**src/rtl/jsv_pkg.sv**
```systemverilog
`default_nettype none

package jsv_pkg;

  // Default nesting limit of the container stack
  localparam int unsigned MAX_DEPTH_DEF = 32;

  // Verdict and error codes (error register uses the same codes)
  localparam logic [1:0] VERDICT_OK     = 2'd0;
  localparam logic [1:0] VERDICT_SYNTAX = 2'd1;
  localparam logic [1:0] VERDICT_DEPTH  = 2'd2;

  // Parser phases
  typedef enum logic [4:0] {
    PH_VALUE     = 5'd0,
    PH_ARR_FIRST = 5'd1,
    PH_OBJ_FIRST = 5'd2,
    PH_OBJ_KEY   = 5'd3,
    PH_COLON     = 5'd4,
    PH_AFTER     = 5'd5,
    PH_STR       = 5'd6,
    PH_STR_ESC   = 5'd7,
    PH_STR_HEX   = 5'd8,
    PH_KEY       = 5'd9,
    PH_KEY_ESC   = 5'd10,
    PH_KEY_HEX   = 5'd11,
    PH_TRUE      = 5'd12,
    PH_FALSE     = 5'd13,
    PH_NULL      = 5'd14,
    PH_MINUS     = 5'd15,
    PH_INT       = 5'd16,
    PH_FRAC0     = 5'd17,
    PH_FRAC      = 5'd18,
    PH_EXP0      = 5'd19,
    PH_EXPS      = 5'd20,
    PH_EXP       = 5'd21
  } phase_t;

  function automatic logic is_ws(input logic [7:0] c);
    return (c == " ") || (c == "\t") || (c == "\r") || (c == "\n");
  endfunction

  function automatic logic is_digit(input logic [7:0] c);
    return (c >= 8'd48) && (c <= 8'd57);
  endfunction

  function automatic logic is_hex(input logic [7:0] c);
    return ((c >= 8'd48) && (c <= 8'd57)) || ((c >= 8'd65) && (c <= 8'd70)) ||
           ((c >= 8'd97) && (c <= 8'd102));
  endfunction

  function automatic logic is_delim(input logic [7:0] c);
    return (c == "}") || (c == "]") || (c == ",") || is_ws(c);
  endfunction

  // Length of the keyword tracked by a literal phase
  function automatic logic [2:0] lit_len(input phase_t ph);
    logic [2:0] len;
    case (ph)
      PH_FALSE: len = 3'd5;
      default:  len = 3'd4;
    endcase
    return len;
  endfunction

  // Expected character at a position of the keyword
  function automatic logic [7:0] lit_char(input phase_t ph, input logic [2:0] idx);
    logic [7:0] ch;
    ch = 8'd0;
    case (ph)
      PH_TRUE: begin
        case (idx)
          3'd0:    ch = "t";
          3'd1:    ch = "r";
          3'd2:    ch = "u";
          3'd3:    ch = "e";
          default: ch = 8'd0;
        endcase
      end
      PH_FALSE: begin
        case (idx)
          3'd0:    ch = "f";
          3'd1:    ch = "a";
          3'd2:    ch = "l";
          3'd3:    ch = "s";
          3'd4:    ch = "e";
          default: ch = 8'd0;
        endcase
      end
      PH_NULL: begin
        case (idx)
          3'd0:    ch = "n";
          3'd1:    ch = "u";
          3'd2:    ch = "l";
          3'd3:    ch = "l";
          default: ch = 8'd0;
        endcase
      end
      default: ch = 8'd0;
    endcase
    return ch;
  endfunction

endpackage

`default_nettype wire

```
**src/rtl/json_syntax_validator.sv**
```systemverilog
// Streaming JSON syntax checker, one text byte per request. Throughput: one
// byte per cycle unless a held verdict stalls; parser state and stack top
// update in a single pass between the input register and the state registers.
// The verdict is registered as the last byte leaves the input register; a
// held verdict stalls only the next last byte. Reset (rst_n low, synchronous)
// clears parser, level, error and both valid flags, not the stack memory.
`default_nettype none

module json_syntax_validator #(
  parameter int unsigned MAX_DEPTH = jsv_pkg::MAX_DEPTH_DEF
) (
  input  wire logic       clk,
  input  wire logic       rst_n,
  input  wire logic       in_tvalid,
  output logic            in_tready,
  input  wire logic [7:0] in_tdata,   // [7:0] text_byte
  input  wire logic       in_tlast,   // is_last
  output logic            out_tvalid,
  input  wire logic       out_tready,
  output logic [7:0]      out_tdata   // [1:0] verdict, [7:2] zero
);

  import jsv_pkg::*;

  localparam int unsigned LVL_W = $clog2(MAX_DEPTH + 1);
  localparam int unsigned IDX_W = (MAX_DEPTH > 1) ? $clog2(MAX_DEPTH) : 1;

  // Input register
  logic       in_vld_r;
  logic [7:0] byte_r;
  logic       last_r;

  // Parser state
  phase_t           phase_r, phase_nxt;
  logic [LVL_W-1:0] level_r, level_nxt;
  logic [2:0]       sub_r, sub_nxt;
  logic [1:0]       err_r, err_nxt;

  // Stack: top and next-below entries in flops, the rest in memory
  logic             top_r;
  logic             below_r;
  logic             stk_mem [MAX_DEPTH];
  logic [LVL_W-1:0] lvl_m1;
  logic [LVL_W-1:0] lvl_m3;

  // Output register
  logic       out_vld_r;
  logic [1:0] verdict_r;
  logic [1:0] verdict_nxt;

  logic fire;
  logic consume;
  logic full;
  logic push_fire;
  logic pop_fire;

  // After-value decode
  phase_t av_phase;
  logic   av_fail;
  logic   av_pop;

  // Value-start decode
  phase_t sv_phase;
  logic   sv_fail;
  logic   sv_push;
  logic   sv_obj;

  // Per-byte events
  phase_t     ph_n;
  logic [2:0] sub_n;
  logic       ev_fail;
  logic       ev_push;
  logic       ev_obj;
  logic       ev_pop;

  logic [7:0] c;

  // Stall only when a last byte waits for a busy result slot
  assign fire      = in_vld_r && !(last_r && out_vld_r && !out_tready);
  assign in_tready = !in_vld_r || fire;
  assign consume   = fire && (err_r == VERDICT_OK);
  assign full      = (level_r >= LVL_W'(MAX_DEPTH));
  assign push_fire = consume && ev_push && !full;
  assign pop_fire  = consume && ev_pop;
  assign lvl_m1    = level_r - LVL_W'(1);
  assign lvl_m3    = level_r - LVL_W'(3);
  assign c         = byte_r;

  // Capture input requests
  always_ff @(posedge clk) begin
    if (!rst_n) begin
      in_vld_r <= 1'b0;
    end else if (in_tready) begin
      in_vld_r <= in_tvalid;
    end
  end

  always_ff @(posedge clk) begin
    if (in_tready && in_tvalid) begin
      byte_r <= in_tdata;
      last_r <= in_tlast;
    end
  end

  // Decode a byte that follows a complete value
  always_comb begin
    av_phase = PH_AFTER;
    av_fail  = 1'b0;
    av_pop   = 1'b0;
    if (!is_ws(c)) begin
      if (level_r == '0) begin
        av_fail = 1'b1;
      end else if (top_r) begin
        if (c == ",") av_phase = PH_OBJ_KEY;
        else if (c == "}") av_pop = 1'b1;
        else av_fail = 1'b1;
      end else begin
        if (c == ",") av_phase = PH_VALUE;
        else if (c == "]") av_pop = 1'b1;
        else av_fail = 1'b1;
      end
    end
  end

  // Decode the first byte of a value
  always_comb begin
    sv_phase = phase_r;
    sv_fail  = 1'b0;
    sv_push  = 1'b0;
    sv_obj   = 1'b0;
    if (c == "\"") sv_phase = PH_STR;
    else if (c == "[") begin
      sv_push  = 1'b1;
      sv_phase = PH_ARR_FIRST;
    end else if (c == "{") begin
      sv_push  = 1'b1;
      sv_obj   = 1'b1;
      sv_phase = PH_OBJ_FIRST;
    end
    else if (c == "t") sv_phase = PH_TRUE;
    else if (c == "f") sv_phase = PH_FALSE;
    else if (c == "n") sv_phase = PH_NULL;
    else if (c == "-") sv_phase = PH_MINUS;
    else if (is_digit(c)) sv_phase = PH_INT;
    else sv_fail = 1'b1;
  end

  // Main phase decode
  always_comb begin
    ph_n    = phase_r;
    sub_n   = sub_r;
    ev_fail = 1'b0;
    ev_push = 1'b0;
    ev_obj  = 1'b0;
    ev_pop  = 1'b0;
    case (phase_r)
      PH_VALUE: begin
        if (!is_ws(c)) begin
          ph_n    = sv_phase;
          sub_n   = 3'd1;
          ev_fail = sv_fail;
          ev_push = sv_push;
          ev_obj  = sv_obj;
        end
      end
      PH_ARR_FIRST: begin
        if (!is_ws(c)) begin
          if (c == "]") begin
            ev_pop = 1'b1;
          end else begin
            ph_n    = sv_phase;
            sub_n   = 3'd1;
            ev_fail = sv_fail;
            ev_push = sv_push;
            ev_obj  = sv_obj;
          end
        end
      end
      PH_OBJ_FIRST: begin
        if (!is_ws(c)) begin
          if (c == "}") ev_pop = 1'b1;
          else if (c == "\"") ph_n = PH_KEY;
          else ev_fail = 1'b1;
        end
      end
      PH_OBJ_KEY: begin
        if (!is_ws(c)) begin
          if (c == "\"") ph_n = PH_KEY;
          else ev_fail = 1'b1;
        end
      end
      PH_COLON: begin
        if (!is_ws(c)) begin
          if (c == ":") ph_n = PH_VALUE;
          else ev_fail = 1'b1;
        end
      end
      PH_AFTER: begin
        ph_n    = av_phase;
        ev_fail = av_fail;
        ev_pop  = av_pop;
      end
      PH_STR: begin
        if (c == "\"") ph_n = PH_AFTER;
        else if (c == "\\") ph_n = PH_STR_ESC;
      end
      PH_STR_ESC: begin
        if (c == "u") begin
          sub_n = 3'd0;
          ph_n  = PH_STR_HEX;
        end else begin
          ph_n = PH_STR;
        end
      end
      PH_STR_HEX: begin
        if (!is_hex(c)) begin
          ev_fail = 1'b1;
        end else begin
          sub_n = sub_r + 3'd1;
          if (sub_r >= 3'd3) ph_n = PH_STR;
        end
      end
      PH_KEY: begin
        if (c == "\"") ph_n = PH_COLON;
        else if (c == "\\") ph_n = PH_KEY_ESC;
      end
      PH_KEY_ESC: begin
        if (c == "u") begin
          sub_n = 3'd0;
          ph_n  = PH_KEY_HEX;
        end else begin
          ph_n = PH_KEY;
        end
      end
      PH_KEY_HEX: begin
        if (!is_hex(c)) begin
          ev_fail = 1'b1;
        end else begin
          sub_n = sub_r + 3'd1;
          if (sub_r >= 3'd3) ph_n = PH_KEY;
        end
      end
      PH_TRUE, PH_FALSE, PH_NULL: begin
        if ((sub_r >= lit_len(phase_r)) || (c != lit_char(phase_r, sub_r))) begin
          ev_fail = 1'b1;
        end else begin
          sub_n = sub_r + 3'd1;
          if ((sub_r + 3'd1) == lit_len(phase_r)) ph_n = PH_AFTER;
        end
      end
      PH_MINUS: begin
        if (is_digit(c)) ph_n = PH_INT;
        else ev_fail = 1'b1;
      end
      PH_INT: begin
        if (!is_digit(c)) begin
          if (c == ".") ph_n = PH_FRAC0;
          else if ((c == "e") || (c == "E")) ph_n = PH_EXP0;
          else if (is_delim(c)) begin
            ph_n    = av_phase;
            ev_fail = av_fail;
            ev_pop  = av_pop;
          end
          else ev_fail = 1'b1;
        end
      end
      PH_FRAC0: begin
        if (is_digit(c)) ph_n = PH_FRAC;
        else ev_fail = 1'b1;
      end
      PH_FRAC: begin
        if (!is_digit(c)) begin
          if ((c == "e") || (c == "E")) ph_n = PH_EXP0;
          else if (is_delim(c)) begin
            ph_n    = av_phase;
            ev_fail = av_fail;
            ev_pop  = av_pop;
          end
          else ev_fail = 1'b1;
        end
      end
      PH_EXP0: begin
        if ((c == "+") || (c == "-")) ph_n = PH_EXPS;
        else if (is_digit(c)) ph_n = PH_EXP;
        else ev_fail = 1'b1;
      end
      PH_EXPS: begin
        if (is_digit(c)) ph_n = PH_EXP;
        else ev_fail = 1'b1;
      end
      PH_EXP: begin
        if (!is_digit(c)) begin
          if (is_delim(c)) begin
            ph_n    = av_phase;
            ev_fail = av_fail;
            ev_pop  = av_pop;
          end else begin
            ev_fail = 1'b1;
          end
        end
      end
      default: ev_fail = 1'b1;
    endcase
  end

  // Apply events to the parser state and form the verdict
  always_comb begin
    phase_nxt = phase_r;
    level_nxt = level_r;
    sub_nxt   = sub_r;
    err_nxt   = err_r;
    if (consume) begin
      sub_nxt = sub_n;
      if (ev_fail) begin
        err_nxt = VERDICT_SYNTAX;
        phase_nxt = ph_n;
      end else if (ev_push && full) begin
        err_nxt = VERDICT_DEPTH;
      end else if (ev_pop) begin
        phase_nxt = PH_AFTER;
        if (level_r != '0) level_nxt = level_r - LVL_W'(1);
      end else begin
        phase_nxt = ph_n;
        if (ev_push) level_nxt = level_r + LVL_W'(1);
      end
    end
    if (err_nxt != VERDICT_OK) begin
      verdict_nxt = err_nxt;
    end else if ((level_nxt == '0) &&
                 ((phase_nxt == PH_AFTER) || (phase_nxt == PH_INT) ||
                  (phase_nxt == PH_FRAC) || (phase_nxt == PH_EXP))) begin
      verdict_nxt = VERDICT_OK;
    end else begin
      verdict_nxt = VERDICT_SYNTAX;
    end
  end

  // Parser registers; the last byte returns them to the idle values
  always_ff @(posedge clk) begin
    if (!rst_n) begin
      phase_r <= PH_VALUE;
      level_r <= '0;
      sub_r   <= 3'd0;
      err_r   <= VERDICT_OK;
    end else if (fire && last_r) begin
      phase_r <= PH_VALUE;
      level_r <= '0;
      sub_r   <= 3'd0;
      err_r   <= VERDICT_OK;
    end else begin
      phase_r <= phase_nxt;
      level_r <= level_nxt;
      sub_r   <= sub_nxt;
      err_r   <= err_nxt;
    end
  end

  // Spill the old top into memory on a push
  always_ff @(posedge clk) begin
    if (push_fire && (level_r != '0)) begin
      stk_mem[lvl_m1[IDX_W-1:0]] <= top_r;
    end
  end

  // Advance top and below entries; a pop refills below from memory
  always_ff @(posedge clk) begin
    if (push_fire) begin
      top_r   <= ev_obj;
      below_r <= top_r;
    end else if (pop_fire) begin
      top_r   <= below_r;
      below_r <= stk_mem[lvl_m3[IDX_W-1:0]];
    end
  end

  // Result register
  always_ff @(posedge clk) begin
    if (!rst_n) begin
      out_vld_r <= 1'b0;
    end else if (fire && last_r) begin
      out_vld_r <= 1'b1;
    end else if (out_tready) begin
      out_vld_r <= 1'b0;
    end
  end

  always_ff @(posedge clk) begin
    if (fire && last_r) begin
      verdict_r <= verdict_nxt;
    end
  end

  assign out_tvalid = out_vld_r;
  assign out_tdata  = {6'd0, verdict_r};

endmodule

`default_nettype wire

```
**config.mk**
```make
export PLATFORM = sky130hd
export DESIGN_NAME = json_syntax_validator
export DESIGN_NICKNAME = d
export VERILOG_FILES = /design/src/rtl/jsv_pkg.sv /design/src/rtl/json_syntax_validator.sv
export SDC_FILE = /design/constraint.sdc
export NUM_CORES = 1
export LEC_CHECK = 0
export BUFFER_PORTS_ARGS = -buffer_cell sky130_fd_sc_hd__buf_2
export CORE_AREA = 2 2 107 109
export DETAILED_ROUTE_END_ITERATION = 8
export DIE_AREA = 0 0 109 111
export PLACE_DENSITY = 0.76
export SLEW_MARGIN = 40
export SYNTH_ARGS = -nofsm -noshare
export SYNTH_HDL_FRONTEND = slang
export SYNTH_SLANG_ARGS = --single-unit
```
**constraint.sdc**
```tcl
create_clock -name clk -period 5.6 [get_ports clk]
set_clock_uncertainty 0.15 [all_clocks]
set_input_delay 1.4 -clock clk [delete_from_list [all_inputs] [get_ports clk]]
set_output_delay 1.4 -clock clk [all_outputs]
set_load 0.1 [all_outputs]
```
Yosys cells after proc, flatten, opt, wreduce, memory -nomap -nowiden --
Memories as Yosys holds them, arrays and structs flattened. Index checks and enable logic that the tools add are counted.
Word-level totals: flip-flop bits (word level) 31, input bits 13, output and inout port bits 10, memories 1, memory bits (writable) 32, logic and storage cells 282
Cells by class: mux-type cells 146, reduce and logical (&&, ||, !) cells 52, bitwise logic cells 1, $lt $le $gt $ge 9, add/sub/neg operators 4, eq/ne operators 58
Memories:
- stk_mem | words 32, width 1, read ports 1, clocked after memory_dff 0, write ports 1, RTL line json_syntax_validator.sv:42 | logic stk_mem [MAX_DEPTH];
Operators with widths (count):
- 5-bit two-way mux | 43
- 5-bit one-hot mux with 20 select lines | 1
- 8-bit by 7-bit equality test with 1-bit output, second input constant | 12
- 1-bit two-way mux | 69
- 8-bit by 6-bit equality test with 1-bit output, second input constant | 7
- 5-bit equality test, second input constant | 9
- 5-bit by 4-bit equality test with 1-bit output, second input constant | 8
- 6-bit two-way mux | 6
- 7-bit one-hot mux with 5 select lines | 1
- 3-bit two-way mux | 11
- 7-bit one-hot mux with 4 select lines | 1
- 5-bit by 3-bit equality test with 1-bit output, second input constant | 5
- 8-bit one-hot mux with 3 select lines | 1
- 7-bit one-hot mux with 3 select lines | 1
- 8-bit by 4-bit equality test with 1-bit output, second input constant | 2
- 8-bit by 7-bit >= comparator with 1-bit output, second input constant | 2
- 8-bit by 7-bit <= comparator with 1-bit output, second input constant | 2
- 1-bit logical AND | 15
- 1-bit logical OR | 15
- 3-bit one-hot mux with 5 select lines | 1
- 1-bit one-hot mux with 14 select lines | 1
- 6-bit logical NOT | 2
- 5-bit by 2-bit equality test with 1-bit output, second input constant | 2
- 2-bit two-way mux | 5
- other kinds (33) | 48

Longest topological paths before layout --
depth in word-level cells 24, mapped depth 15, gate-level depth less buffers 13

Worst setup path after synthesis --
No wires, ideal clock.
path type in2out, start point input out_tready, end point output in_tready, arrival 2.460 ns, data required time 4.050 ns, path slack 1.590 ns, buffers on the path 0, stages on the path 2, path through nor2b_1 nand3_1
Between the ends: cells in the longest elaborated chain, start to end 5
RTL lines:
- start, declared | RTL line json_syntax_validator.sv:19 | input wire logic out_tready,
- 1-bit logical NOT | RTL line json_syntax_validator.sv:79 | assign fire = in_vld_r && !(last_r && out_vld_r && !out_tready);
- 1-bit logical AND | RTL line json_syntax_validator.sv:79
- 1-bit logical NOT | RTL line json_syntax_validator.sv:79
- 1-bit logical AND | RTL line json_syntax_validator.sv:79
- 1-bit logical OR | RTL line json_syntax_validator.sv:80 | assign in_tready = !in_vld_r || fire;
- end, declared | RTL line json_syntax_validator.sv:15 | output logic in_tready,
No other way between the ends.

Worst setup path after layout --
start point register phase_r[4], end point register verdict_r[0] (data pin)
Between the ends: cells in the longest elaborated chain, start to end 22, elaborated cells on any way between the ends 102, those cells by class 1 x order compare; 27 x eq/ne; 61 x mux; 13 x reduce/logical
RTL lines:
- start, declared | RTL line json_syntax_validator.sv:34 | phase_t phase_r, phase_nxt;
- start signal, assigned | RTL line json_syntax_validator.sv:351 | phase_r <= phase_nxt;
- 5-bit two-way mux | RTL line json_syntax_validator.sv:144, json_syntax_validator.sv:252
- 5-bit two-way mux | RTL line json_syntax_validator.sv:143 | else if (c == "-") sv_phase = PH_MINUS;
- 5-bit two-way mux | RTL line json_syntax_validator.sv:142 | else if (c == "n") sv_phase = PH_NULL;
- 5-bit two-way mux | RTL line json_syntax_validator.sv:141 | else if (c == "f") sv_phase = PH_FALSE;
- 5-bit two-way mux | RTL line json_syntax_validator.sv:140 | else if (c == "t") sv_phase = PH_TRUE;
- 5-bit two-way mux | RTL line json_syntax_validator.sv:135 | end else if (c == "{") begin
- 5-bit two-way mux | RTL line json_syntax_validator.sv:132 | else if (c == "[") begin
- 5-bit two-way mux | RTL line json_syntax_validator.sv:131 | if (c == "\"") sv_phase = PH_STR;
- (+6 left out)
- 5-bit two-way mux | RTL line json_syntax_validator.sv:312 | if (consume) begin
- 5-bit by 3-bit equality test with 1-bit output / 5-bit equality test (equally long branches) | RTL line json_syntax_validator.sv:330 | ((phase_nxt == PH_AFTER) || (phase_nxt == PH_INT) ||
- 1-bit logical OR (2 in a row) | RTL line json_syntax_validator.sv:330
- 1-bit logical OR | RTL line json_syntax_validator.sv:331 | (phase_nxt == PH_FRAC) || (phase_nxt == PH_EXP))) begin
- 1-bit logical AND | RTL line json_syntax_validator.sv:329 | end else if ((level_nxt == '0) &&
- 1-bit two-way mux | RTL line json_syntax_validator.sv:329
- 2-bit two-way mux (*) | RTL line json_syntax_validator.sv:327 | if (err_nxt != VERDICT_OK) begin
- via verdict_nxt[0] | RTL line json_syntax_validator.sv:49 | logic [1:0] verdict_nxt;
- end signal, assigned | RTL line json_syntax_validator.sv:389 | verdict_r <= verdict_nxt;
- end, declared | RTL line json_syntax_validator.sv:48 | logic [1:0] verdict_r;
Mark *: on every way through the listed nets, which the timed path passes. The rest lies on a longest branch. The select of a mux whose other input is x is not followed. A chain may end at the register's enable or synchronous reset.

==> impl_results.md <==
- Status: complete, no violations
- LEAKAGE: 1.83 nW
- Top FF cell, synth: edfxtp_1
- Cts hold-fix bufs: 0
- Post-CTS Setup Inserts: 0
- Die H: approximately 110 um
- Final period utilization: 0.803
- Synth Area in Simple Gates: 0.306
- FMAX: 222 MHz
- Initial antenna violation count: 0
- Synth Register Bits: between 60 and 70
- Residual DRC count: 0
- Worst-Margin Slew: approximately 0.84 ns
- Hold EP: err_r[0]$_SDFF_PP0_
- Yosys top cell by area: edfxtp_1
- Crit path max fanout: 18
- Area Overhead vs Synth: 7.96%
- Kind of path behind the tightest hold check: reg -> reg
- Fin Hold WS: 0.375 ns
- Post-synth cell types: 83
- Core Region: 11100 sq um
- First DRT Iteration DRCs: ~660
- Worst setup margin: 1.10 ns
- Commonest cells post-synth: nor2_1, nand2_1, edfxtp_1
- Post-Synth XOR/XNOR Area: 0.0212
- First-pass GRT wire length: 25.4 mm
- Pre-antenna DRT Iters: 5
- Setup_tns: 0 ns
- Post-Syn Instances: approximately 630
- Fin. Hold Viols: 0
- CTS max path bufs: 2
- Routability Congestion: 1.06
- Area after DPL: 5480 sq um
- Clk sink count: 63
- Rel. slew slack: 0.434
- VDD IR max: 0.231 mV
- Post-synthesis sequential area ratio: 0.319
- Power per Cell Area: 206 nW/um^2
- Post-DP HPWL: about 11 mm
- Layout cells sized above 1: 0.128
- Worst R2R End: verdict_r[0]$_DFFE_PP_
- Fin cells: 770
- CP Data Required Time: between 5 and 6 ns
- CP arrival: 4.41 ns
- RSZ-0062 raised after global routing: no
- CTS tree: yes
- Chip width: 109 um
- Fin crit period: ~4.5 ns
- Row count: 39
- Total CTS buffers: 9
- Per-cell routed wire length: 20.2 um
- Reg2Reg Setup Slack: approximately 1.1 ns
- Max-Cap Viols: 0
- Mapped Area: around 5400 sq um
- Post-synth ARST share: 0
- Main combinational cell family by area after synthesis: simple AND/OR/NAND/NOR gates
- Vias in the first global route: 4751
- R2R Path Start: phase_r[4]$_SDFF_PP0_
- # setup viols final: 0
- # IOs: 23
- R2r worst-path depth: 12
- DR vias: 5200
- Post-synth top area share: 0.252
- Root Driver: clkbuf_16
- Type of the worst setup path: reg -> reg
- Largest net degree at the start of global routing: 37
- CP startpoint kind: flip-flop
- Synthesized-area fraction occupied by adder cells: 0.0280
- Multiplexer area fraction after synthesis: 0.0665
- Max Slew Vio Count: 0
- Clock-pin slew on the worst setup and hold paths: 0.06 ns
- Placed cell count: 754
- Finished layout cell area: 5790 sq um
- Cells on Worst Hold Path: 2
- Top cells by area, synth: edfxtp_1, dfxtp_1, nor2_1
- Crit end category: flip-flop
- Final Util: 0.523
- Syn Area/Cell: 8.46 sq um
- Overall routing resource usage: 0.269
- Post-synthesis compound-gate area fraction: 0.199
- Place WS: around 1.3 ns
- Min-Delay Startpoint: err_r[0]$_SDFF_PP0_
- N_diodes: 0
- Post-DR vias/cell: a little under 7
- Routed Antenna Nets: 0
- Total power: about 1.2 mW
- Final-stage net count: 647
- Most common cell in the netlist: nor2_1
- Skew-Pair Late Insertion Delay: 0.32 ns
- GRT overflow: 0
- CTS H-Tree Depth: 3
- Port buffer count: 16
- DIE AREA: ~12000 sq um
- Synth Warn #: 0
- Post-CTS resize count: 0
- Starting Density: 0.484
- CP startpoint: phase_r[4]$_SDFF_PP0_
- Post-synth EDFFs: 45
- Total Routed Length: ~16 mm
layout by cell type (no fill, tap or decap), drive strengths merged, types with 5 or more instances in the layout:
cell	count
dfxtp	18
nand3	18
nand3b	5
nor2b	20
o21bai	5
nor3	19
edfxtp	45
and2	9
o31ai	7
a31oi	8
mux2i	12
nor4bb	7
conb	6
clkbuf	13
nor3b	6
and4	6
inv	15
a21oi	41
or3	9
nor2	81
and3	5
nand4	7
o21a	5
o21ai	26
mux4	10
ha	12
nand2b	11
xnor2	11
a211oi	9
nor4	11
a22oi	7
buf	27
nand2	53
layout make-up:
class	count	area, sq um
well taps	143	179
fillers	989	5290
multi-input cells	505	3370
flip-flops and latches	63	1710
clock buffers	13	282
clock inverters	3	22.5
inverters	16	60.1
repair buffers	27	163
worst max path at each step:
| stage | slack, ns | depth (start not counted) | to |
|---|---|---|---|
| detailed placement | 1.32 | 12 | verdict_r[0]$_DFFE_PP_ |
| floorplan | 1.59 | 2 | in_tready |
| global route | 0.93 | 12 | verdict_r[0]$_DFFE_PP_ |
| finish | 1.10 | 12 | verdict_r[0]$_DFFE_PP_ |
| global placement | 1.29 | 12 | verdict_r[0]$_DFFE_PP_ |
| CTS | 1.29 | 13 | verdict_r[0]$_DFFE_PP_ |
critical path, cell delays in order, from the launching register on:
cell     delay [ns]
dfxtp_1        0.75
buf_4          0.30
nor3b_1        0.52
nor2b_1        0.52
a32o_1         0.30
a32o_1         0.14
buf_4          0.18
nor2b_1        0.38
o21ai_0        0.16
xnor2_1        0.18
and4b_1        0.30
and4_4         0.23
a41oi_2        0.10
cell families (layout without fill, tap and decap cells):
group,count (synthesis),after routing
compound gates,156,156
mux,23,23
simple gates,295,295
xor+xnor,13,13
fa+ha+maj,12,12
flops,63,63
buf+inv,71,59
other cells,1,6
flip-flops by register name (all words and copies together) (netlist names):
name        flops
last_r          1
below_r         1
top_r           1
byte_r          8
err_r           2
level_r         6
out_tvalid      1
phase_r         5
stk_mem        32
in_vld_r        1
verdict_r       2
sub_r           3
power by group:
part / switching, mW / internal (mW)
Clock: 0.200 / 0.352
Combinational: 0.0801 / 0.0382
Sequential: 0.0216 / 0.502
Total: 0.302 / 0.892
layer usage:
layer,up-vias,global-route usage,part of all wire,wire length [um]
li1,2366,-,-,-
met1,2450,0.408,0.43,6690
met2,340,0.385,0.44,6810
met3,44,0.0417,0.10,1550
met4,0,0.0940,0.032,499
met5,-,0,0,0
(Power assumes the default switching activity.)
